--- config.mk ---
export PLATFORM = sky130hd
export DESIGN_NAME = fxa_finish
export DESIGN_NICKNAME = d
export VERILOG_FILES = /design/src/hdl/fxa_pkg.sv /design/src/hdl/fxa_finish.sv
export SDC_FILE = /design/constraint.sdc
export NUM_CORES = 1
export LEC_CHECK = 0
export ABC_AREA = 0
export BUFFER_PORTS_ARGS = -buffer_cell sky130_fd_sc_hd__buf_4
export CORE_AREA = 3 3 91 84
export CTS_CLUSTER_SIZE = 12
export DETAILED_ROUTE_END_ITERATION = 8
export DIE_AREA = 0 0 94 87
export GPL_ROUTABILITY_DRIVEN = 0
export PLACE_DENSITY_LB_ADDON = 0.05
export SETUP_SLACK_MARGIN = 0.05
export SLEW_MARGIN = 20
export SYNTH_ARGS = -nofsm -noshare
export SYNTH_HDL_FRONTEND = slang
export SYNTH_SLANG_ARGS = --single-unit
--- constraint.sdc ---
create_clock -name clk -period 1.93 [get_ports clk]
set_input_delay 0.2895 -clock clk [delete_from_list [all_inputs] [get_ports clk]]
set_output_delay 0.2895 -clock clk [all_outputs]
set_load 0.005 [all_outputs]
--- src/hdl/fxa_pkg.sv ---
// Shared types and constants of the fixed-point ALU.
// Depends on nothing; every RTL module imports it.
package fxa_pkg;

	typedef enum logic [3:0] {
		CMD_ADD    = 4'd0,
		CMD_SUB    = 4'd1,
		CMD_MUL    = 4'd2,
		CMD_DIV    = 4'd3,
		CMD_GT     = 4'd4,
		CMD_LT     = 4'd5,
		CMD_GE     = 4'd6,
		CMD_LE     = 4'd7,
		CMD_EQ     = 4'd8,
		CMD_NE     = 4'd9,
		CMD_MAX    = 4'd10,
		CMD_MIN    = 4'd11,
		CMD_INC    = 4'd12,
		CMD_DEC    = 4'd13,
		CMD_TO_INT = 4'd14
	} cmd_t;

	typedef struct packed {
		cmd_t cmd;
		logic cond;
		logic div_zero;
		logic neg;
	} fxa_ctrl_t;

	// quotient bits retired per divider stage
	localparam int DIV_STEPS = 2;

	localparam int IN_TDATA_W  = 72;
	localparam int OUT_TDATA_W = 40;
	localparam int OPERAND_W   = 32;

endpackage

--- src/hdl/fxa_finish.sv ---
// Last stage: sign fix of product or quotient, result select, output register.
// Depends on fxa_pkg.
module fxa_finish import fxa_pkg::*; #(
	parameter int W = 32
) (
	input  logic                   clk,
	input  logic                   arst_n,
	input  logic                   in_valid,
	output logic                   in_ready,
	input  fxa_ctrl_t              ctrl_in,
	input  logic [W-1:0]           simple_in,
	input  logic [W-1:0]           prod_in,
	input  logic [W-1:0]           quo_in,
	output logic                   out_valid,
	input  logic                   out_ready,
	output logic [OUT_TDATA_W-1:0] tdata_q
);

	localparam int EXT = (W > OPERAND_W) ? W : OPERAND_W;

	logic           valid_q;
	logic [W-1:0]   mag, res;
	logic [EXT-1:0] res_ext;

	assign mag = (ctrl_in.cmd == CMD_MUL) ? prod_in : quo_in;

	always_comb begin
		case (ctrl_in.cmd)
			CMD_MUL: res = ctrl_in.neg ? -mag : mag;
			CMD_DIV: res = ctrl_in.div_zero ? '0 : (ctrl_in.neg ? -mag : mag);
			default: res = simple_in;
		endcase
	end

	// narrow words come out zero-extended
	assign res_ext = EXT'(res);

	assign in_ready  = !valid_q || out_ready;
	assign out_valid = valid_q;

	always_ff @(posedge clk or negedge arst_n) begin
		if (!arst_n) begin
			valid_q <= 1'b0;
		end else if (in_ready) begin
			valid_q <= in_valid;
		end
	end

	always_ff @(posedge clk) begin
		if (in_ready && in_valid) begin
			tdata_q <= OUT_TDATA_W'({ctrl_in.div_zero, ctrl_in.cond, res_ext[OPERAND_W-1:0]});
		end
	end

endmodule

==> run metrics <==
outcome=finished, violations left; failing checks=design-rule violations, negative setup slack; vias in the first global route=4777; unrepaired setup endpoints after global routing=true; Ports=149; mapped cell area=3210 um^2; CTS tree=built; Post-Synth XOR/XNOR Area=0.0191; Worst-Margin Slew=0.931 ns; synthesized area per cell=8.32 um^2; clock-pin slew on the worst setup and hold paths=0.08 ns; Final setup viols=28; Clock Skews=0.0200 ns; setup TNS=-9.54 ns; GRT overflow=0; core box area=approximately 6700 um^2; Iter 0 DRT Violations=1226; initial antenna violation count=0; final hold violations=0; commonest non-fill, non-tap cell in the layout=buf_4; P_leak=2.58 nW; crit path launch type=input port; most frequent cells in the layout=buf_4 (250), nand2_1 (53), edfxtp_1 (34); synth unique cells=59; Final Util=0.908; DRC=329; post-synthesis mux area share=0.0829; Post-Synth Simple-Gate Area=0.322; DR vias/cell=7.18; Buffers on Ports=approximately 140; WL final=20200 um; pin count of the biggest net entering global routing=35; min cycle time layout=between 2 and 3 ns; Worst Hold Class=input port to flop; H-tree level count=2; dpl ws=-0.658 ns; Slew Limit Fails=0; final setup margin=-0.643 ns; Starting Density=0.483; Crit. End Element=flop; first drt pass iteration count=9; Critical Path Fanout Max=6; WL/cell=approximately 27 um; Post-synth ARST share=0.0286; Tcrit/Tclk final=1.33; Max IR drop VDD=304 uV; chip height=87 um; main combinational cell family by area after synthesis=simple AND/OR/NAND/NOR gates; clock root cell=clkbuf_8; Worst EP arrival=2.75 ns; dpl hpwl=10200 um; Slew headroom=0.374; Seq/Total Area, Yosys=0.326; Vias=5345; Die Area=~8200 um^2; Syn-to-layout area delta=88.1%; Ys Warns=0; All-Layer GR Usage=0.383; cell count after synthesis=386; fin nets=760; CTS Buf Count=5; number of max-cap violations=0; row count=28; number of flops mapped to enable cells by yosys=34; Antenna diodes=0; fmax=389 MHz; global-route wire length before repair=24300 um; clock sink total=35; Pwr Total=2.48 mW; pwr dens=between 400 and 500 nW/um^2; min-delay src=ctrl_in[2]; synthesized-area fraction occupied by adder cells=0; Most used DFF post-synth=edfxtp_1; clk buf depth=2; Critical Path Source=quo_in[2]; r2r startpoint=out_valid; Synth Register Bits=35; worst skew pair latency=0.32 ns; post-synthesis compound-gate area fraction=0.201; Worst EP required=around 2.1 ns; Setup Crit Path Kind=input port to flop; Die W=94 um; antenna-violating nets left=0; ratio of cells with drive above 1 in the final layout=0.560
-- metrics by stage --
stage	area, um^2	cells	hold WS (ns)
finish	6040	744	0.164
global route	6040	744	0.163
CTS	5780	739	0.169
detailed placement	5200	704	0.0672
global placement	5200	704	0.0646
floorplan	3340	391	-0.00609
-- worst paths after layout --
check                               to  slack (ns)  depth (start not counted)
setup / recovery           tdata_q[28]       -0.64                          7
hold / removal             tdata_q[32]        0.16                          1
setup reg to reg           tdata_q[20]        0.70                          3
hold reg to reg              out_valid        0.55                          2
max in group asynchronous    out_valid        1.53                          2
min in group asynchronous    out_valid        0.32                          2
-- where the power goes --
group | total, mW | internal, mW | leakage, nW | switching (mW)
Combinational | 0.938 | 0.472 | 2.20 | 0.467
Clock | 0.628 | 0.289 | 0.0482 | 0.338
Sequential | 0.913 | 0.897 | 0.336 | 0.0168
Total | 2.48 | 1.66 | 2.58 | 0.822
-- flip-flops by register name, indices dropped and copies added, names as in the netlist --
signal and flops:
tdata_q 34, out_valid 1
-- Yosys cell counts (5+ instances only) --
cell type	instances	share of area
nand2_1	57	0.067
edfxtp_1	34	0.32
nor2_1	30	0.035
o21ai_0	20	0.031
a21oi_1	19	0.030
nand3_1	19	0.030
nor3_1	16	0.025
or3_1	13	0.025
clkbuf_1	12	0.014
mux2i_1	12	0.037
or4_1	12	0.028
mux2_2	11	0.039
nor4_1	11	0.021
nand4_1	10	0.019
o31ai_1	7	0.016
a222oi_1	6	0.019
buf_2	6	0.0093
buf_4	6	0.014
a22o_1	5	0.014
a22oi_1	5	0.012
and3_1	5	0.0097
xnor2_1	5	0.014
-- critical path: stages --
cell and delay [ns]:
buf_4 0.12, nor3_1 0.76, nand4_1 0.33, buf_4 0.26
a22o_4 0.30, or4_1 0.59, nand3_1 0.10
-- final cells by class --
| type | count | area, um^2 |
|---|---|---|
| clock buffer | 7 | 86.3 |
| clock inverter | 1 | 5.00 |
| fill | 277 | 613 |
| inverter | 3 | 11.3 |
| multi-input combinational | 326 | 2490 |
| sequential | 35 | 1050 |
| tap | 90 | 113 |
| timing repair buffer | 282 | 2290 |
-- cells by family after synthesis --
kind of cell              Yosys count
DFF                                35
buffers and inverters              31
other                               1
AOI/OAI and AO/OA                  93
muxes                              24
and+or+nand+nor                   195
xor gates and xnor gates            7
-- metal layers --
| layer | vias to the layer above | share of wire | GRT usage |
|---|---|---|---|
| met1 | 2344 | 0.31 | 0.468 |
| met4 | 0 | 0.11 | 0.214 |
| li1 | 2044 | - | - |
| met5 | - | 0 | 0 |
| met3 | 275 | 0.16 | 0.0994 |
| met2 | 682 | 0.42 | 0.615 |
-- repair_timing --
| item | in CTS | in global routing |
|---|---|---|
| gates resized for setup | 59 | 53 |
| endpoints found under the setup margin | 28 | 29 |
| hold endpoints to repair | 1 | 0 |
| pin swaps | 33 | 32 |
| gates cloned | 1 | 0 |
| buffers inserted | 26 | 8 |
| hold buffers | 1 | 0 |
No activity file was read; power rests on OpenSTA's default activity.
