**src/hdl/fxa_pkg.sv**
```systemverilog
// Shared types and constants of the fixed-point ALU.
// Depends on nothing; every RTL module imports it.
package fxa_pkg;

	typedef enum logic [3:0] {
		CMD_ADD    = 4'd0,
		CMD_SUB    = 4'd1,
		CMD_MUL    = 4'd2,
		CMD_DIV    = 4'd3,
		CMD_GT     = 4'd4,
		CMD_LT     = 4'd5,
		CMD_GE     = 4'd6,
		CMD_LE     = 4'd7,
		CMD_EQ     = 4'd8,
		CMD_NE     = 4'd9,
		CMD_MAX    = 4'd10,
		CMD_MIN    = 4'd11,
		CMD_INC    = 4'd12,
		CMD_DEC    = 4'd13,
		CMD_TO_INT = 4'd14
	} cmd_t;

	typedef struct packed {
		cmd_t cmd;
		logic cond;
		logic div_zero;
		logic neg;
	} fxa_ctrl_t;

	// quotient bits retired per divider stage
	localparam int DIV_STEPS = 2;

	localparam int IN_TDATA_W  = 72;
	localparam int OUT_TDATA_W = 40;
	localparam int OPERAND_W   = 32;

endpackage

```
**src/hdl/fxa_mul.sv**
```systemverilog
// Two stages: four half-width partial products, then their sum scaled down.
// Depends on fxa_pkg.
module fxa_mul import fxa_pkg::*; #(
	parameter int W = 32,
	parameter int F = 8
) (
	input  logic         clk,
	input  logic         arst_n,
	input  logic         in_valid,
	output logic         in_ready,
	input  fxa_ctrl_t    ctrl_in,
	input  logic [W-1:0] simple_in,
	input  logic [W-1:0] mag_a_in,
	input  logic [W-1:0] mag_b_in,
	output logic         out_valid,
	input  logic         out_ready,
	output fxa_ctrl_t    ctrl_s3,
	output logic [W-1:0] simple_s3,
	output logic [W-1:0] mag_a_s3,
	output logic [W-1:0] mag_b_s3,
	output logic [W-1:0] prod_s3
);

	localparam int H  = (W + 1) / 2;
	localparam int PW = 2 * W + F;

	logic            valid_s2, valid_s3, ready_s2;
	logic [2*H-1:0]  p00_s2, p01_s2, p10_s2, p11_s2;
	fxa_ctrl_t       ctrl_s2;
	logic [W-1:0]    simple_s2, mag_a_s2, mag_b_s2;
	logic [H-1:0]    xl, xh, yl, yh;
	logic [PW-1:0]   full;

	assign xl = mag_a_in[H-1:0];
	assign xh = H'(mag_a_in >> H);
	assign yl = mag_b_in[H-1:0];
	assign yh = H'(mag_b_in >> H);

	assign full = PW'(p00_s2)
		+ ((PW'(p01_s2) + PW'(p10_s2)) << H)
		+ (PW'(p11_s2) << (2 * H));

	assign ready_s2  = !valid_s3 || out_ready;
	assign in_ready  = !valid_s2 || ready_s2;
	assign out_valid = valid_s3;

	always_ff @(posedge clk or negedge arst_n) begin
		if (!arst_n) begin
			valid_s2 <= 1'b0;
			valid_s3 <= 1'b0;
		end else begin
			if (in_ready) valid_s2 <= in_valid;
			if (ready_s2) valid_s3 <= valid_s2;
		end
	end

	always_ff @(posedge clk) begin
		if (in_ready && in_valid) begin
			p00_s2    <= xl * yl;
			p01_s2    <= xl * yh;
			p10_s2    <= xh * yl;
			p11_s2    <= xh * yh;
			ctrl_s2   <= ctrl_in;
			simple_s2 <= simple_in;
			mag_a_s2  <= mag_a_in;
			mag_b_s2  <= mag_b_in;
		end
		if (ready_s2 && valid_s2) begin
			prod_s3   <= full[F +: W];
			ctrl_s3   <= ctrl_s2;
			simple_s3 <= simple_s2;
			mag_a_s3  <= mag_a_s2;
			mag_b_s3  <= mag_b_s2;
		end
	end

endmodule

```
**config.mk**
```make
export PLATFORM = sky130hd
export DESIGN_NAME = fxa_mul
export DESIGN_NICKNAME = d
export VERILOG_FILES = /design/src/hdl/fxa_pkg.sv /design/src/hdl/fxa_mul.sv
export SDC_FILE = /design/constraint.sdc
export NUM_CORES = 2
export LEC_CHECK = 0
export BUFFER_PORTS_ARGS = -buffer_cell sky130_fd_sc_hd__buf_2
export CAP_MARGIN = 10
export CORE_MARGIN = 2
export CORE_UTILIZATION = 63
export DETAILED_ROUTE_END_ITERATION = 10
export GPL_TIMING_DRIVEN = 0
export PLACE_DENSITY = 0.9
export SLEW_MARGIN = 30
export SYNTH_ARGS = -nofsm -noshare
export SYNTH_HDL_FRONTEND = slang
export SYNTH_SLANG_ARGS = --single-unit
```
**constraint.sdc**
```tcl
create_clock -name clk -period 5.84 [get_ports clk]
set_input_delay 0.292 -clock clk [delete_from_list [all_inputs] [get_ports clk]]
set_output_delay 0.292 -clock clk [all_outputs]
set_load 0.1 [all_outputs]
```
==> metrics.txt <==
Synth Area in XOR/XNOR=0.03786; hpwl dp=73780 um; top-area cell type share of the netlist area=0.3132; first-pass GRT wire length=between 100000 and 150000 um; clk_lat worst skew=0.57 ns; Post-synth top flop=edfxtp_1; critical path type=primary input to register; Mapped Cells=3265; die height=roughly 240 um; min cycle time layout=5.830 ns; Hold Path Sink=mag_b_s2[26]; IO Pins=244; synth top area cells=fa_1 31%, edfxtp_1 28%, ha_1 11%; CTS H-tree lvls=2; Post-synth EDFFs=approximately 320; TritonCTS clock tree=built; Clock Tree Buf Depth=3; crit end category=register; final WL=around 100000 um; Max-Cap Viols=0; Arr. time, crit path=6.11 ns; largest area contributor in the netlist=fa_1; worst hold path class=primary input to register; worst slack at placement=-1.746 ns; FP Rows=86; Worst EP required=6.12 ns; hold_sp=mag_b_in[26]; nets=roughly 4.6k; post-route ant nets=0; Layout Skew=0.02482 ns; Crit. Startpoint=mag_b_in[15]; leading cell type in the layout, fill and taps excluded=inv_1; Crit Path Max Fanout=10; CTS clk-pin slew, worst paths=0.07 ns; initial antenna violation count=11; final period utilization=0.9982; die area=between 50000 and 60000 um^2; Post-Syn Nets=4216; initial core utilization=0.6336; Die W=238.7 um; Vias=25.39k; multiplexer share of the synthesized area=0.0002884; compound-cell area share of the yosys netlist=0.04489; Setup violations, final=0; Area growth syn-to-layout=13.42%; asr flop ratio synth=0.006250; root buffer cell=clkbuf_16; IO buf count=243; # DRC=0; most frequent cells in the layout=653 x inv_1, 542 x fa_1, 428 x nand2_1; Hold Path Stages=1; GR Overflow Total=0; status=finished clean; layout cells sized above 1=0.1255; final worst setup slack=0.01043 ns; Via density=5.856; Highest Clock Rate=roughly 170 MHz; clock sink count=between 300 and 400; TritonCTS Buffers=36; final hold violations=0; Slew @ Worst Pin=0.9378 ns; Pre-antenna DRT Iters=8; First DRT Iteration DRCs=2247; R2R Setup Slk=around 1.4 ns; Startpoint Class=primary input; Rel. slew slack=0.3748; Yosys warnings=0; sequential area share after synthesis=0.2766; vias in the first global route=26.89k; worst reg2reg path depth=17; worst reg2reg startpoint=p01_s2[0]; post-synthesis simple-gate area fraction=0.1336; Mapped Area=34700 um^2; Yosys reg bits=320; largest net degree at the start of global routing=51; Total GRT Usage=0.3470; WL per Instance=22.43 um; Syn Area/Cell=~11 um^2; placer's final routability congestion estimate=1.021; largest family of logic cells by synthesized area=adder cells; adder-cell share of the synthesized area=0.4217; RSZ-0062 raised after global routing=true; reg2reg end=prod_s3[31]; Distinct cells, synth=63; final slew viol count=0; total core area=54770 um^2
## synthesized netlist by cell type (all sizes together), types with 10 or more instances
cell	instances
inv	653
ha	301
a211oi	14
and2	357
o21a	15
edfxtp	318
nand3	17
clkbuf	133
xnor2	112
o21bai	15
xor2	38
nor2	47
a21o	32
nor2b	10
nand2	428
fa	543
nor3	23
o21ai	34
nand2b	14
a21oi	75
## metrics by stage
stage	hold slack, ns	util	cells	instance area [um^2]	TNS, ns
finish	0.03174	0.7187	4336	39360	0
global route	0.03542	0.7184	4330	39350	-0.3682
CTS	0.007029	0.7134	4328	39080	0
detailed placement	0.08449	0.6749	4217	36960	-37.09
global placement	0.07927	0.6724	4212	36830	-36.14
floorplan	-0.003591	-	3265	34730	0
## layout make-up
cell class | count | area (um^2)
Timing Repair Buffer | 315 | 2048
Inverter | 653 | 2451
Multi-Input combinational cell | 2159 | 22300
Antenna cell | 7 | 17.52
Sequential cell | 320 | 9599
Clock inverter | 25 | 270.3
Tap cell | 704 | 880.8
Clock buffer | 39 | 912.1
Fill cell | 3542 | 15410
Buffer | 114 | 885.9
## critical path, stage by stage
cell and delay [ns]:
buf_2 0.28, clkbuf_4 0.33, and2_1 0.17, fa_1 0.42
fa_1 0.51, fa_1 0.47, fa_1 0.53, fa_1 0.58
inv_1 0.07, fa_1 0.47, inv_1 0.06, ha_4 0.24
a21o_1 0.19, a21oi_2 0.14, o31ai_1 0.08, o21bai_1 0.18
a41oi_4 0.33, o21bai_1 0.15, a21o_1 0.24, a211oi_2 0.22
nor2_1 0.12
## flip-flops by register name, summed over array words and instances (netlist names), 8 cells and up
name / flops
mag_a_s2: 32
mag_a_s3: 32
mag_b_s2: 32
mag_b_s3: 32
p00_s2: 24
p01_s2: 24
p10_s2: 24
p11_s2: 8
prod_s3: 32
simple_s2: 32
simple_s3: 32
## worst max path at each step
stage / endpoint / slack, ns / depth (start not counted)
floorplan: p00_s2[31] / 0.02 / 22
finish: p00_s2[28] / 0.01 / 21
global placement: p10_s2[23] / -1.69 / 22
global route: p00_s2[31] / -0.13 / 22
CTS: p01_s2[23] / 0.004 / 23
detailed placement: p10_s2[23] / -1.75 / 24
## layer usage
metal  GRT usage  routed length, um
met5           0                 28
met4      0.2345               7939
met3      0.1025              11470
met2      0.5606              45100
met1      0.4017              32740
## cell families (layout without fill, tap and decap cells)
logic type / after synthesis / in the layout
multiplexers: 1 / 1
XOR/XNOR: 150 / 150
flip-flops: 320 / 320
AO/OA/AOI/OAI: 229 / 229
other: 0 / 7
buffers and inverters: 786 / 1146
adder cells (fa/ha/maj): 844 / 844
AND/OR/NAND/NOR: 935 / 935
## timing repair
action / 4_1_cts / 5_1_grt
endpoints found under the hold margin: 60 / 0
pin swaps: 7 / 7
endpoints found under the setup margin: 28 / 18
setup buffers: 1 / 7
gates resized for setup: 151 / 124
hold buffers: 59 / 0
Power is not shown: default switching activity piles up to over one toggle a cycle in this logic, so the estimate is an artifact.
