File: config.mk
export PLATFORM = sky130hd
export DESIGN_NAME = fxa_div_stage
export DESIGN_NICKNAME = d
export VERILOG_FILES = /design/src/hdl/fxa_pkg.sv /design/src/hdl/fxa_div_stage.sv
export SDC_FILE = /design/constraint.sdc
export NUM_CORES = 1
export LEC_CHECK = 0
export ABC_AREA = 1
export BUFFER_PORTS_ARGS = -buffer_cell sky130_fd_sc_hd__buf_2
export CAP_MARGIN = 20
export CORE_ASPECT_RATIO = 1.25
export CORE_MARGIN = 3
export CORE_UTILIZATION = 30
export DETAILED_ROUTE_END_ITERATION = 8
export SKIP_CTS_REPAIR_TIMING = 1
export SYNTH_ARGS = -nofsm -noshare
export SYNTH_HDL_FRONTEND = slang
export SYNTH_SLANG_ARGS = --single-unit
File: constraint.sdc
create_clock -name clk -period 20.9 [get_ports clk]
set_input_delay 0 -clock clk [delete_from_list [all_inputs] [get_ports clk]]
set_output_delay 0 -clock clk [all_outputs]
set_load 0.02 [all_outputs]
File: src/hdl/fxa_pkg.sv
// Shared types and constants of the fixed-point ALU.
// Depends on nothing; every RTL module imports it.
package fxa_pkg;

	typedef enum logic [3:0] {
		CMD_ADD    = 4'd0,
		CMD_SUB    = 4'd1,
		CMD_MUL    = 4'd2,
		CMD_DIV    = 4'd3,
		CMD_GT     = 4'd4,
		CMD_LT     = 4'd5,
		CMD_GE     = 4'd6,
		CMD_LE     = 4'd7,
		CMD_EQ     = 4'd8,
		CMD_NE     = 4'd9,
		CMD_MAX    = 4'd10,
		CMD_MIN    = 4'd11,
		CMD_INC    = 4'd12,
		CMD_DEC    = 4'd13,
		CMD_TO_INT = 4'd14
	} cmd_t;

	typedef struct packed {
		cmd_t cmd;
		logic cond;
		logic div_zero;
		logic neg;
	} fxa_ctrl_t;

	// quotient bits retired per divider stage
	localparam int DIV_STEPS = 2;

	localparam int IN_TDATA_W  = 72;
	localparam int OUT_TDATA_W = 40;
	localparam int OPERAND_W   = 32;

endpackage

File: src/hdl/fxa_div_stage.sv
// One restoring-divider stage: retires DIV_STEPS quotient bits per item.
// Depends on fxa_pkg.
module fxa_div_stage import fxa_pkg::*; #(
	parameter int W  = 32,
	parameter int DW = 40,
	parameter int SW = 8
) (
	input  logic          clk,
	input  logic          arst_n,
	input  logic          in_valid,
	output logic          in_ready,
	input  logic [W-1:0]  rem_in,
	input  logic [W-1:0]  quo_in,
	input  logic [DW-1:0] num_in,
	input  logic [W-1:0]  den_in,
	input  logic [SW-1:0] side_in,
	output logic          out_valid,
	input  logic          out_ready,
	output logic [W-1:0]  rem_out,
	output logic [W-1:0]  quo_out,
	output logic [DW-1:0] num_out,
	output logic [W-1:0]  den_out,
	output logic [SW-1:0] side_out
);

	logic          valid_q;
	logic [W:0]    trial;
	logic [W-1:0]  rem_v, quo_v;
	logic [DW-1:0] num_v;

	always_comb begin
		rem_v = rem_in;
		quo_v = quo_in;
		num_v = num_in;
		trial = '0;
		for (int i = 0; i < DIV_STEPS; i++) begin
			trial = {rem_v, num_v[DW-1]};
			num_v = {num_v[DW-2:0], 1'b0};
			if (trial >= {1'b0, den_in}) begin
				rem_v = W'(trial - {1'b0, den_in});
				quo_v = {quo_v[W-2:0], 1'b1};
			end else begin
				rem_v = trial[W-1:0];
				quo_v = {quo_v[W-2:0], 1'b0};
			end
		end
	end

	assign in_ready  = !valid_q || out_ready;
	assign out_valid = valid_q;

	always_ff @(posedge clk or negedge arst_n) begin
		if (!arst_n) begin
			valid_q <= 1'b0;
		end else if (in_ready) begin
			valid_q <= in_valid;
		end
	end

	always_ff @(posedge clk) begin
		if (in_ready && in_valid) begin
			rem_out  <= rem_v;
			quo_out  <= quo_v;
			num_out  <= num_v;
			den_out  <= den_in;
			side_out <= side_in;
		end
	end

endmodule

==> impl_metrics.py <==
metrics = {
    "outcome": {
        "status": "finished clean",
    },
    "synth": {
        "synth_top_family_by_area": "simple AND/OR/NAND/NOR gates",
        "synth-seq-area-share": 0.437,
        "synth_edf_count": 142,
        "yosys-top-cells-area": "edfxtp_1 (43%), nand2_1 (14%), ha_1 (8.2%)",
        "synth-compound-area-share": 0.0717,
        "synth_cell_type_count": 40,
        "synth_area_sq_um": 9820,
        "synthMostInstantiatedCell": "nand2_1",
        "synth-adder-area-share": 0.0856,
        "synth-seq-cells": 143,
        "ys.flop_type": "edfxtp_1",
        "synth_common_cells": "nand2_1 (367), inv_1 (190), edfxtp_1 (142)",
        "synth_cells": 1231,
        "muxShareOfSynthArea": 0,
        "ys_warn_count": 0,
        "synth_top_cell_by_area": "edfxtp_1",
        "avgSynthCellArea_sq_um": 7.98,
        "synth-xor-area-share": 0.0375,
        "async_flop_share": 0.00699,
        "synth_top_area_share": 0.434,
        "synth_simple_gate_area_frac": 0.279,
    },
    "floorplanning": {
        "die_w_um": 168,
        "initial_core_util": 0.306,
        "row_count": 73,
        "ios": 294,
        "coreArea_sq_um": 32100,
        "die_h_um": 208,
        "die-area_sq_um": 35000,
    },
    "power": {
        "powerDensity_nw_per_um2": 78.1,
        "peakVddDrop_mv": 0.0852,
        "combPwrFrac": 0.373,
        "power.switching_mw": 0.377,
        "p_int_mw": 0.670,
        "leakagePower_nw": 6.56,
        "pwr-share-clk": 0.283,
        "switching_share": 0.360,
        "pwr-share-seq": 0.344,
    },
    "clock_tree": {
        "cts_sinks": 143,
        "cts_root_buf": "clkbuf_16",
        "h-tree-depth": 4,
        "cts_buffers": 17,
        "clock_latency_ns": 0.42,
        "cts_buffer_depth": 2,
        "cts_tree": "done",
        "clk_pin_slew_ns": 0.06,
    },
    "drt": {
        "drtAntennaViolNets": 0,
        "wl_per_cell_um": 16.7,
        "viasPerCell": 4.72,
        "num_vias": 9761,
        "drc_errors": 0,
        "drt-total-wl_um": 34500,
        "drtIter0Drc": 717,
        "drt_pre_antenna_iters": 5,
    },
    "grt": {
        "grt_max_degree": 64,
        "first_global_vias": 9165,
        "antenna_found_initial": 5,
        "grt_pass1_wl_um": 50200,
        "track_usage": 0.185,
        "grt_overflow": 0,
    },
    "placement": {
        "dp_hpwl_um": 27800,
        "port_buffers": 289,
        "place_inst": 1921,
        "place_congestion": 0.961,
        "post-place-ws_ns": 15.56,
    },
    "critical_path": {
        "r2r_cells": 3,
        "cp_max_fo": 54,
        "timing.rr.end": "num_out[34]$_DFFE_PP_",
        "critPathArrivalTime_ns": 5.59,
        "critPathKind": "in2reg",
        "rr_startpoint": "out_valid$_DFFE_PN0N_",
        "ff2ff_setup_slack_ns": 17.92,
        "cp_data_required_time_ns": 21.06,
        "cp-start-kind": "input port",
        "end_kind": "register",
    },
    "timing": {
        "worst_slew_pin_slew_ns": 0.908,
        "slew_viol_final": 0,
        "post-route-period-util": 0.260,
        "fmax_ghz": 0.184,
        "relSlewSlack": 0.393,
        "timing.hold.ws_ns": 0.0825,
        "clock_skew_ns": 0.00877,
        "worst_slack_ns": 15.47,
        "tns_ns": 0,
        "finalSetupViolations": 0,
        "finalCriticalPeriod_ns": 5.43,
        "grt_setup_unrepaired": "no",
        "hold_violations": 0,
    },
    "hold_path": {
        "hp-start": "num_in[38]",
        "min_delay_worst_endpoint": "rem_out[0]$_DFFE_PP_",
        "min_path_type": "in2reg",
        "holdPathStages": 3,
    },
    "final_layout": {
        "n_fill_cell": 3187,
        "post-route-util": 0.418,
        "drive_gt1_frac": 0.219,
        "finalNonFillerCells": 2068,
        "finalNetCount": 1854,
        "area_growth_pct": 36.5,
    },
    "flow_run": {
        "maxCapViolCount": 0,
    },
}
[layout by cell type (no fill, tap or decap), types with 3 or more instances in the layout]
cell type and instances:
o21bai_1 9, nor3_1 7, nor2_2 6, nand3_1 94, xor2_1 22, nor4_1 4
buf_4 5, a21oi_1 73, a31oi_1 4, nand4_2 3, o21ai_0 24, xnor2_1 20
nand3_2 5, buf_2 289, diode_2 3, edfxtp_1 142, nand2_1 367, inv_2 7
nand4_1 24, clkbuf_1 3, ha_1 64, dlygate4sd3_1 112, a21o_1 4, or2_2 3
clkbuf_16 17, nand2_2 4, nand3b_1 4, inv_6 5, nor2_1 112, inv_1 190
o21ai_2 4
[flip-flops by register name, indices dropped and copies added (netlist names)]
name / flops
num_out: 38
den_out: 32
quo_out: 32
rem_out: 32
out_valid: 1
side_out: 8
[cell families after synthesis]
family	count (synthesis)
AO/OA/AOI/OAI	126
AND/OR/NAND/NOR	639
buffers and inverters	214
adder cells (fa/ha/maj)	66
flip-flops	143
XOR/XNOR	42
other	1
[stage by stage]
stage          cell area, sq um  power, mW
2_1_floorplan              9820      0.628
3_3_place_gp              11700      0.736
3_5_place_dp              11700      0.738
4_1_cts                   12300       1.04
5_1_grt                   13400       1.11
6_report                  13400       1.05
[final cells by class]
| type | instances | area (sq um) | area share |
|---|---|---|---|
| Clock buffer | 21 | 450 | 0.0336 |
| Tap cell | 412 | 515 | 0.0384 |
| Inverter | 197 | 739 | 0.0551 |
| Sequential cell | 143 | 4290 | 0.320 |
| Antenna cell | 3 | 7.51 | 0.000560 |
| Clock inverter | 11 | 129 | 0.00961 |
| Timing Repair Buffer | 406 | 2610 | 0.194 |
| Multi-Input combinational cell | 875 | 4670 | 0.349 |
[per-layer routing]
layer	wire length [um]	share of wire	GRT usage	up-vias
li1	-	-	-	4857
met1	12800	0.37	0.193	4484
met2	18100	0.52	0.348	352
met3	2200	0.064	0.0450	66
met4	1370	0.040	0.0790	2
met5	7	0.00020	0	-
[critical path, stage by stage]
cell           delay (ns)
dlygate4sd3_1        0.53
buf_2                0.12
inv_1                0.08
ha_1                 0.42
nand2_1              0.13
nor2_1               0.29
inv_1                0.10
nor3_1               0.20
nand3_1              0.11
nand4_2              0.21
buf_4                0.53
nor2_1               0.08
a21oi_1              0.27
ha_1                 0.35
a21oi_1              0.22
o21ai_0              0.21
a21oi_1              0.16
nand2_1              0.18
nand3_1              0.12
nand2_1              0.08
nand2_1              0.10
nand4_2              0.70
nand2_1              0.25
nand2_1              0.11
[power by group through the flow]
stage / combinational (mW) / sequential (mW) / clock (mW)
after CTS: 0.373 / 0.360 / 0.306
after floorplan: 0.224 / 0.404 / 0
after global placement: 0.371 / 0.365 / 0
after detailed placement: 0.372 / 0.366 / 0
final: 0.391 / 0.360 / 0.296
after global routing: 0.433 / 0.363 / 0.317
[worst max path at each step]
| stage | end | slack [ns] | cells after the start | from |
|---|---|---|---|---|
| after floorplan | den_out[0]$_DFFE_PP_ | 12.86 | 1 | out_valid$_DFFE_PN0N_ |
| after global placement | rem_out[6]$_DFFE_PP_ | 15.57 | 23 | den_in[25] |
| after detailed placement | rem_out[6]$_DFFE_PP_ | 15.56 | 23 | den_in[25] |
| after CTS | rem_out[6]$_DFFE_PP_ | 16.00 | 23 | den_in[25] |
| after global routing | rem_out[0]$_DFFE_PP_ | 15.05 | 26 | den_in[25] |
| final | rem_out[6]$_DFFE_PP_ | 15.47 | 24 | den_in[25] |
Power figures use the tool's default switching activity.
