===== src/hdl/fxa_pkg.sv =====
// Shared types and constants of the fixed-point ALU.
// Depends on nothing; every RTL module imports it.
package fxa_pkg;

	typedef enum logic [3:0] {
		CMD_ADD    = 4'd0,
		CMD_SUB    = 4'd1,
		CMD_MUL    = 4'd2,
		CMD_DIV    = 4'd3,
		CMD_GT     = 4'd4,
		CMD_LT     = 4'd5,
		CMD_GE     = 4'd6,
		CMD_LE     = 4'd7,
		CMD_EQ     = 4'd8,
		CMD_NE     = 4'd9,
		CMD_MAX    = 4'd10,
		CMD_MIN    = 4'd11,
		CMD_INC    = 4'd12,
		CMD_DEC    = 4'd13,
		CMD_TO_INT = 4'd14
	} cmd_t;

	typedef struct packed {
		cmd_t cmd;
		logic cond;
		logic div_zero;
		logic neg;
	} fxa_ctrl_t;

	// quotient bits retired per divider stage
	localparam int DIV_STEPS = 2;

	localparam int IN_TDATA_W  = 72;
	localparam int OUT_TDATA_W = 40;
	localparam int OPERAND_W   = 32;

endpackage


===== src/hdl/fxa_decode.sv =====
// First stage: operand extension, simple operations, compares, magnitudes.
// Depends on fxa_pkg.
module fxa_decode import fxa_pkg::*; #(
	parameter int W = 32,
	parameter int F = 8
) (
	input  logic                        clk,
	input  logic                        arst_n,
	input  logic                        in_valid,
	output logic                        in_ready,
	input  logic [3:0]                  command,
	input  logic signed [OPERAND_W-1:0] operand_a,
	input  logic signed [OPERAND_W-1:0] operand_b,
	output logic                        out_valid,
	input  logic                        out_ready,
	output fxa_ctrl_t                   ctrl_s1,
	output logic [W-1:0]                simple_s1,
	output logic [W-1:0]                mag_a_s1,
	output logic [W-1:0]                mag_b_s1
);

	localparam int EXT = (W > OPERAND_W) ? W : OPERAND_W;

	logic [EXT-1:0] a_ext, b_ext;
	logic [W-1:0]   a, b, simple;
	logic           lt, gt, cond;
	cmd_t           cmd;
	logic           valid_s1;

	assign a_ext = EXT'(operand_a);
	assign b_ext = EXT'(operand_b);
	assign a     = a_ext[W-1:0];
	assign b     = b_ext[W-1:0];
	assign cmd   = cmd_t'(command);
	assign lt    = $signed(a) < $signed(b);
	assign gt    = $signed(b) < $signed(a);

	always_comb begin
		cond   = 1'b0;
		simple = '0;
		case (cmd)
			CMD_ADD:    simple = a + b;
			CMD_SUB:    simple = a - b;
			CMD_MAX:    simple = gt ? a : b;
			CMD_MIN:    simple = lt ? a : b;
			CMD_INC:    simple = a + W'(1);
			CMD_DEC:    simple = a - W'(1);
			CMD_TO_INT: simple = W'($signed(a) >>> F);
			CMD_GT:     cond = gt;
			CMD_LT:     cond = lt;
			CMD_GE:     cond = !lt;
			CMD_LE:     cond = !gt;
			CMD_EQ:     cond = (a == b);
			CMD_NE:     cond = (a != b);
			default:    simple = '0;
		endcase
	end

	assign in_ready  = !valid_s1 || out_ready;
	assign out_valid = valid_s1;

	always_ff @(posedge clk or negedge arst_n) begin
		if (!arst_n) begin
			valid_s1 <= 1'b0;
		end else if (in_ready) begin
			valid_s1 <= in_valid;
		end
	end

	always_ff @(posedge clk) begin
		if (in_ready && in_valid) begin
			ctrl_s1.cmd      <= cmd;
			ctrl_s1.cond     <= cond;
			ctrl_s1.div_zero <= (cmd == CMD_DIV) && (b == '0);
			ctrl_s1.neg      <= a[W-1] ^ b[W-1];
			simple_s1        <= simple;
			mag_a_s1         <= a[W-1] ? -a : a;
			mag_b_s1         <= b[W-1] ? -b : b;
		end
	end

endmodule


===== config.mk =====
export PLATFORM = sky130hd
export DESIGN_NAME = fxa_decode
export DESIGN_NICKNAME = d
export VERILOG_FILES = /design/src/hdl/fxa_pkg.sv /design/src/hdl/fxa_decode.sv
export SDC_FILE = /design/constraint.sdc
export NUM_CORES = 1
export LEC_CHECK = 0
export ABC_AREA = 1
export ABC_CLOCK_PERIOD_IN_PS = 18000
export BUFFER_PORTS_ARGS = -buffer_cell sky130_fd_sc_hd__buf_2
export CAP_MARGIN = 15
export CELL_PAD_IN_SITES_DETAIL_PLACEMENT = 0
export CELL_PAD_IN_SITES_GLOBAL_PLACEMENT = 1
export CORE_AREA = 2 2 204 206
export CTS_CLUSTER_DIAMETER = 200
export DETAILED_ROUTE_END_ITERATION = 8
export DIE_AREA = 0 0 206 208
export PLACE_DENSITY = 0.67
export SLEW_MARGIN = 20
export SYNTH_ARGS = -nofsm -noshare
export SYNTH_HDL_FRONTEND = slang
export SYNTH_SLANG_ARGS = --single-unit

===== constraint.sdc =====
create_clock -name clk -period 18 [get_ports clk]
set_clock_uncertainty 0.1 [all_clocks]
set_input_delay 1.8 -clock clk [delete_from_list [all_inputs] [get_ports clk]]
set_output_delay 1.8 -clock clk [all_outputs]
set_load 0.02 [all_outputs]

==> run_results.csv <==
group,metric,value,unit
placed_design,post-place-ws,11.83,ns
routing,vias,13400,
cells_and_area,syn_to_final_growth,14.3,%
hold_path,min_to,"out_valid",
synthesis,synth_seq_cells,104,
timing,finalMaxSlewViolations,0,
global_routing,grt.met1_usage,37.3,%
clock_network,holdBufCountCts,0,
cells_and_area,drive_gt1_share,14.1,%
clock_network,cts_max_level,3,
placed_design,gp_congestion,0.970,
timing,hold_viol_final,0,
flow_run,cap_violations,0,
floorplanning,dieArea,42800,um2
clock_network,cts_resized,0,
placed_design,placed_area,13500,um2
critical_path,r2r_slack,15.52,ns
critical_path,r2r_end,"mag_b_s1[30]",
power,power.internal,506,uW
placed_design,dp_cells,2521,
power,seqPwrFrac,32.8,%
synthesis,syn_inst,1841,
power,swShare,44.0,%
global_routing,grt_overflow,0,
synthesis,ys_types,49,
clock_network,cts_setup_buffers,0,
clock_network,clockBufferDepth,2,
routing,wl_per_cell,22.2,um
power,vdd_ir_drop_max,0.0414,mV
clock_network,cts_sinks,104,
global_routing,grt_first_pass_wirelength,81100,um
global_routing,antenna_found_initial,1,
placed_design,dp_hpwl,45400,um
hold_path,hp-start,"out_valid",
critical_path,start_kind,"input port",
cells_and_area,fin_nets,2171,
status,status,"complete, no violations",
clock_network,clk_pin_slew,0.09,ns
placed_design,io_buffers,176,
routing,ant_nets,0,
routing,drcViolationCount,0,
timing,setup_viol,0,
synthesis,post_synth.cell_area_avg,6.56,um2
synthesis,synthFlopType,"edfxtp_1",
floorplanning,die_h,208,um
critical_path,critPathMaxFanout,8,
floorplanning,num_rows,74,
routing,drtPass1Iterations,7,
routing,drt_iter0_drc,1338,
hold_path,hold_depth,2,
power,power_density,65.5,nW/um2
timing,rsz0062_at_grt,"no",
critical_path,critPathRequiredTime,18.04,ns
timing,finalCritPeriodShare,32.3,%
timing,timing.setup.tns,0,ns
critical_path,critPathCaptureType,"register",
cells_and_area,final_area,13800,um2
synthesis,syn-num-nets,2012,
global_routing,grt.total_usage,26.1,%
critical_path,critical-path-max-stage-delay,0.66,ns
clock_network,cts_made_buffers,9,
timing,period_needed,5.81,ns
synthesis,synth-edff-count,103,
power,switching_power,398,uW
synthesis,synth-async-reset-ratio,0.962,%
clock_network,cts_tree,"done",
critical_path,r2r_start,"out_valid",
hold_path,hold_path.class,"register to register",
critical_path,critPathArrivalTime,5.85,ns
routing,drt_wl_total,56400,um
cells_and_area,fin_util,34.0,%
floorplanning,design.core.area,40600,um2
cells_and_area,final-instance-count-excl-fill,2537,
timing,fmax,172,MHz
critical_path,path_class,"input port to register",
power,clock_power_share,24.8,%
global_routing,grt_pass1_vias,12500,
critical_path,path_cells,"buf_2, inv_1, ha_1, nand2_1, or3_1, nor4_1, xor2_1, o21ai_0, ha_1, nand2_1, inv_1, nand4_1, nor3_1, nand2_1, nand3b_1, nand3_1, nand3_1, nand3_1",
floorplanning,pin_count,177,
floorplanning,die_width,206,um
global_routing,use_met3,4.31,%
global_routing,grt.met2_usage,40.3,%
timing,maxSlewHeadroom,27.7,%
timing,tightest_slew,1.08,ns
global_routing,grt-busiest-layer,"met2",
critical_path,r2r_cells,3,
floorplanning,initial_core_util,29.8,%
power,combPwrFrac,42.4,%
clock_network,root_buffer,"clkbuf_16",
synthesis,ys_seq_area_share,25.8,%
power,design_power_total,904,uW
timing,hold_slack,0.486,ns
critical_path,cp_slowest_cell,"nor4_1",
synthesis,synth_area,12100,um2
timing,fin_ws,12.19,ns
power,p_leak,6.72,nW
synthesis,yosysWarnings,0,
routing,viasPerCell,5.26,
clock_network,insertion_delay,0.41,ns
global_routing,grt_start_max_net_pins,56,
## final cells by class
| cell class | count | area [um2] |
|---|---|---|
| timing repair buffer | 187 | 963 |
| inverter | 248 | 931 |
| tap | 532 | 666 |
| clock buffer | 9 | 225 |
| fill | 4545 | 26800 |
| multi-input combinational | 1450 | 7820 |
| antenna | 1 | 2.50 |
| clock inverter | 6 | 73.8 |
| sequential | 104 | 3120 |
## registers in the layout, summed over array words and instances (netlist names)
name / cells
mag_b_s1: 32
ctrl_s1: 7
out_valid: 1
mag_a_s1: 32
simple_s1: 32
## Yosys cell counts (6+ instances only)
cell type | n | area share [%]
o21ai_0 | 106 | 4.4
o21bai_1 | 9 | 0.56
nand2_2 | 16 | 0.83
nand4_1 | 21 | 1.1
nor4_1 | 9 | 0.47
clkbuf_1 | 19 | 0.59
inv_1 | 238 | 7.4
o22ai_1 | 9 | 0.47
nand3b_1 | 9 | 0.56
nand3_1 | 175 | 7.3
xnor2_1 | 7 | 0.51
xor2_1 | 55 | 4.0
edfxtp_1 | 103 | 26
ha_1 | 97 | 10
or2_2 | 10 | 0.52
o211ai_2 | 22 | 2.3
nor2_1 | 184 | 5.7
nand2_1 | 560 | 17
a21oi_1 | 92 | 3.8
nor3_1 | 19 | 0.79
buf_2 | 6 | 0.25
inv_2 | 6 | 0.19
## how the worst max path moves through the flow
stage,cells after the start,startpoint,to
2_1_floorplan,2,in_valid,ctrl_s1[0]
3_3_place_gp,18,operand_b[1],simple_s1[31]
3_5_place_dp,19,operand_b[1],simple_s1[31]
4_1_cts,18,operand_b[1],simple_s1[31]
5_1_grt,20,operand_b[1],simple_s1[31]
6_report,18,operand_b[1],simple_s1[31]
## routing by layer
layer | vias up | share of wire [%]
met1 | 6334 | 45
met5 | - | 0
met3 | 64 | 8.0
li1 | 6356 | -
met4 | 0 | 2.3
met2 | 602 | 44
## critical path, delay by kind of cell
family          cells  cell delay, ns
compound gates      1            0.11
simple gates       11            2.54
fa+ha+maj           2            0.64
buf+inv             3            0.49
xor+xnor            1            0.26
## power groups by stage
stage               combinational [mW]  sequential, mW  clock [mW]
finish                           0.383           0.296       0.224
global route                     0.417           0.298       0.236
CTS                              0.377           0.297       0.232
detailed placement               0.375           0.302           0
global placement                 0.377           0.302           0
floorplan                        0.221           0.326           0
## cell families after synthesis
kind of cell               after synthesis  share of synthesized area, %
AOI/OAI and AO/OA                      268                          13.6
xor gates and xnor gates                62                          4.50
buffers and inverters                  287                          9.60
DFF                                    104                          25.8
adders and majority gates               99                          10.4
and+or+nand+nor                       1021                          36.1
## cell usage in the layout (no fill, tap or decap), types with 10 or more instances in the layout
cell / count
nor3_1: 19
o21ai_0: 106
buf_4: 11
or2_2: 10
nand2_1: 559
buf_2: 176
a21oi_1: 91
nor2_1: 182
ha_1: 97
nand4_1: 21
inv_1: 238
xor2_1: 55
nand2_2: 17
o211ai_2: 22
nand3_1: 175
edfxtp_1: 103
No activity file was read; power rests on OpenSTA's default activity.
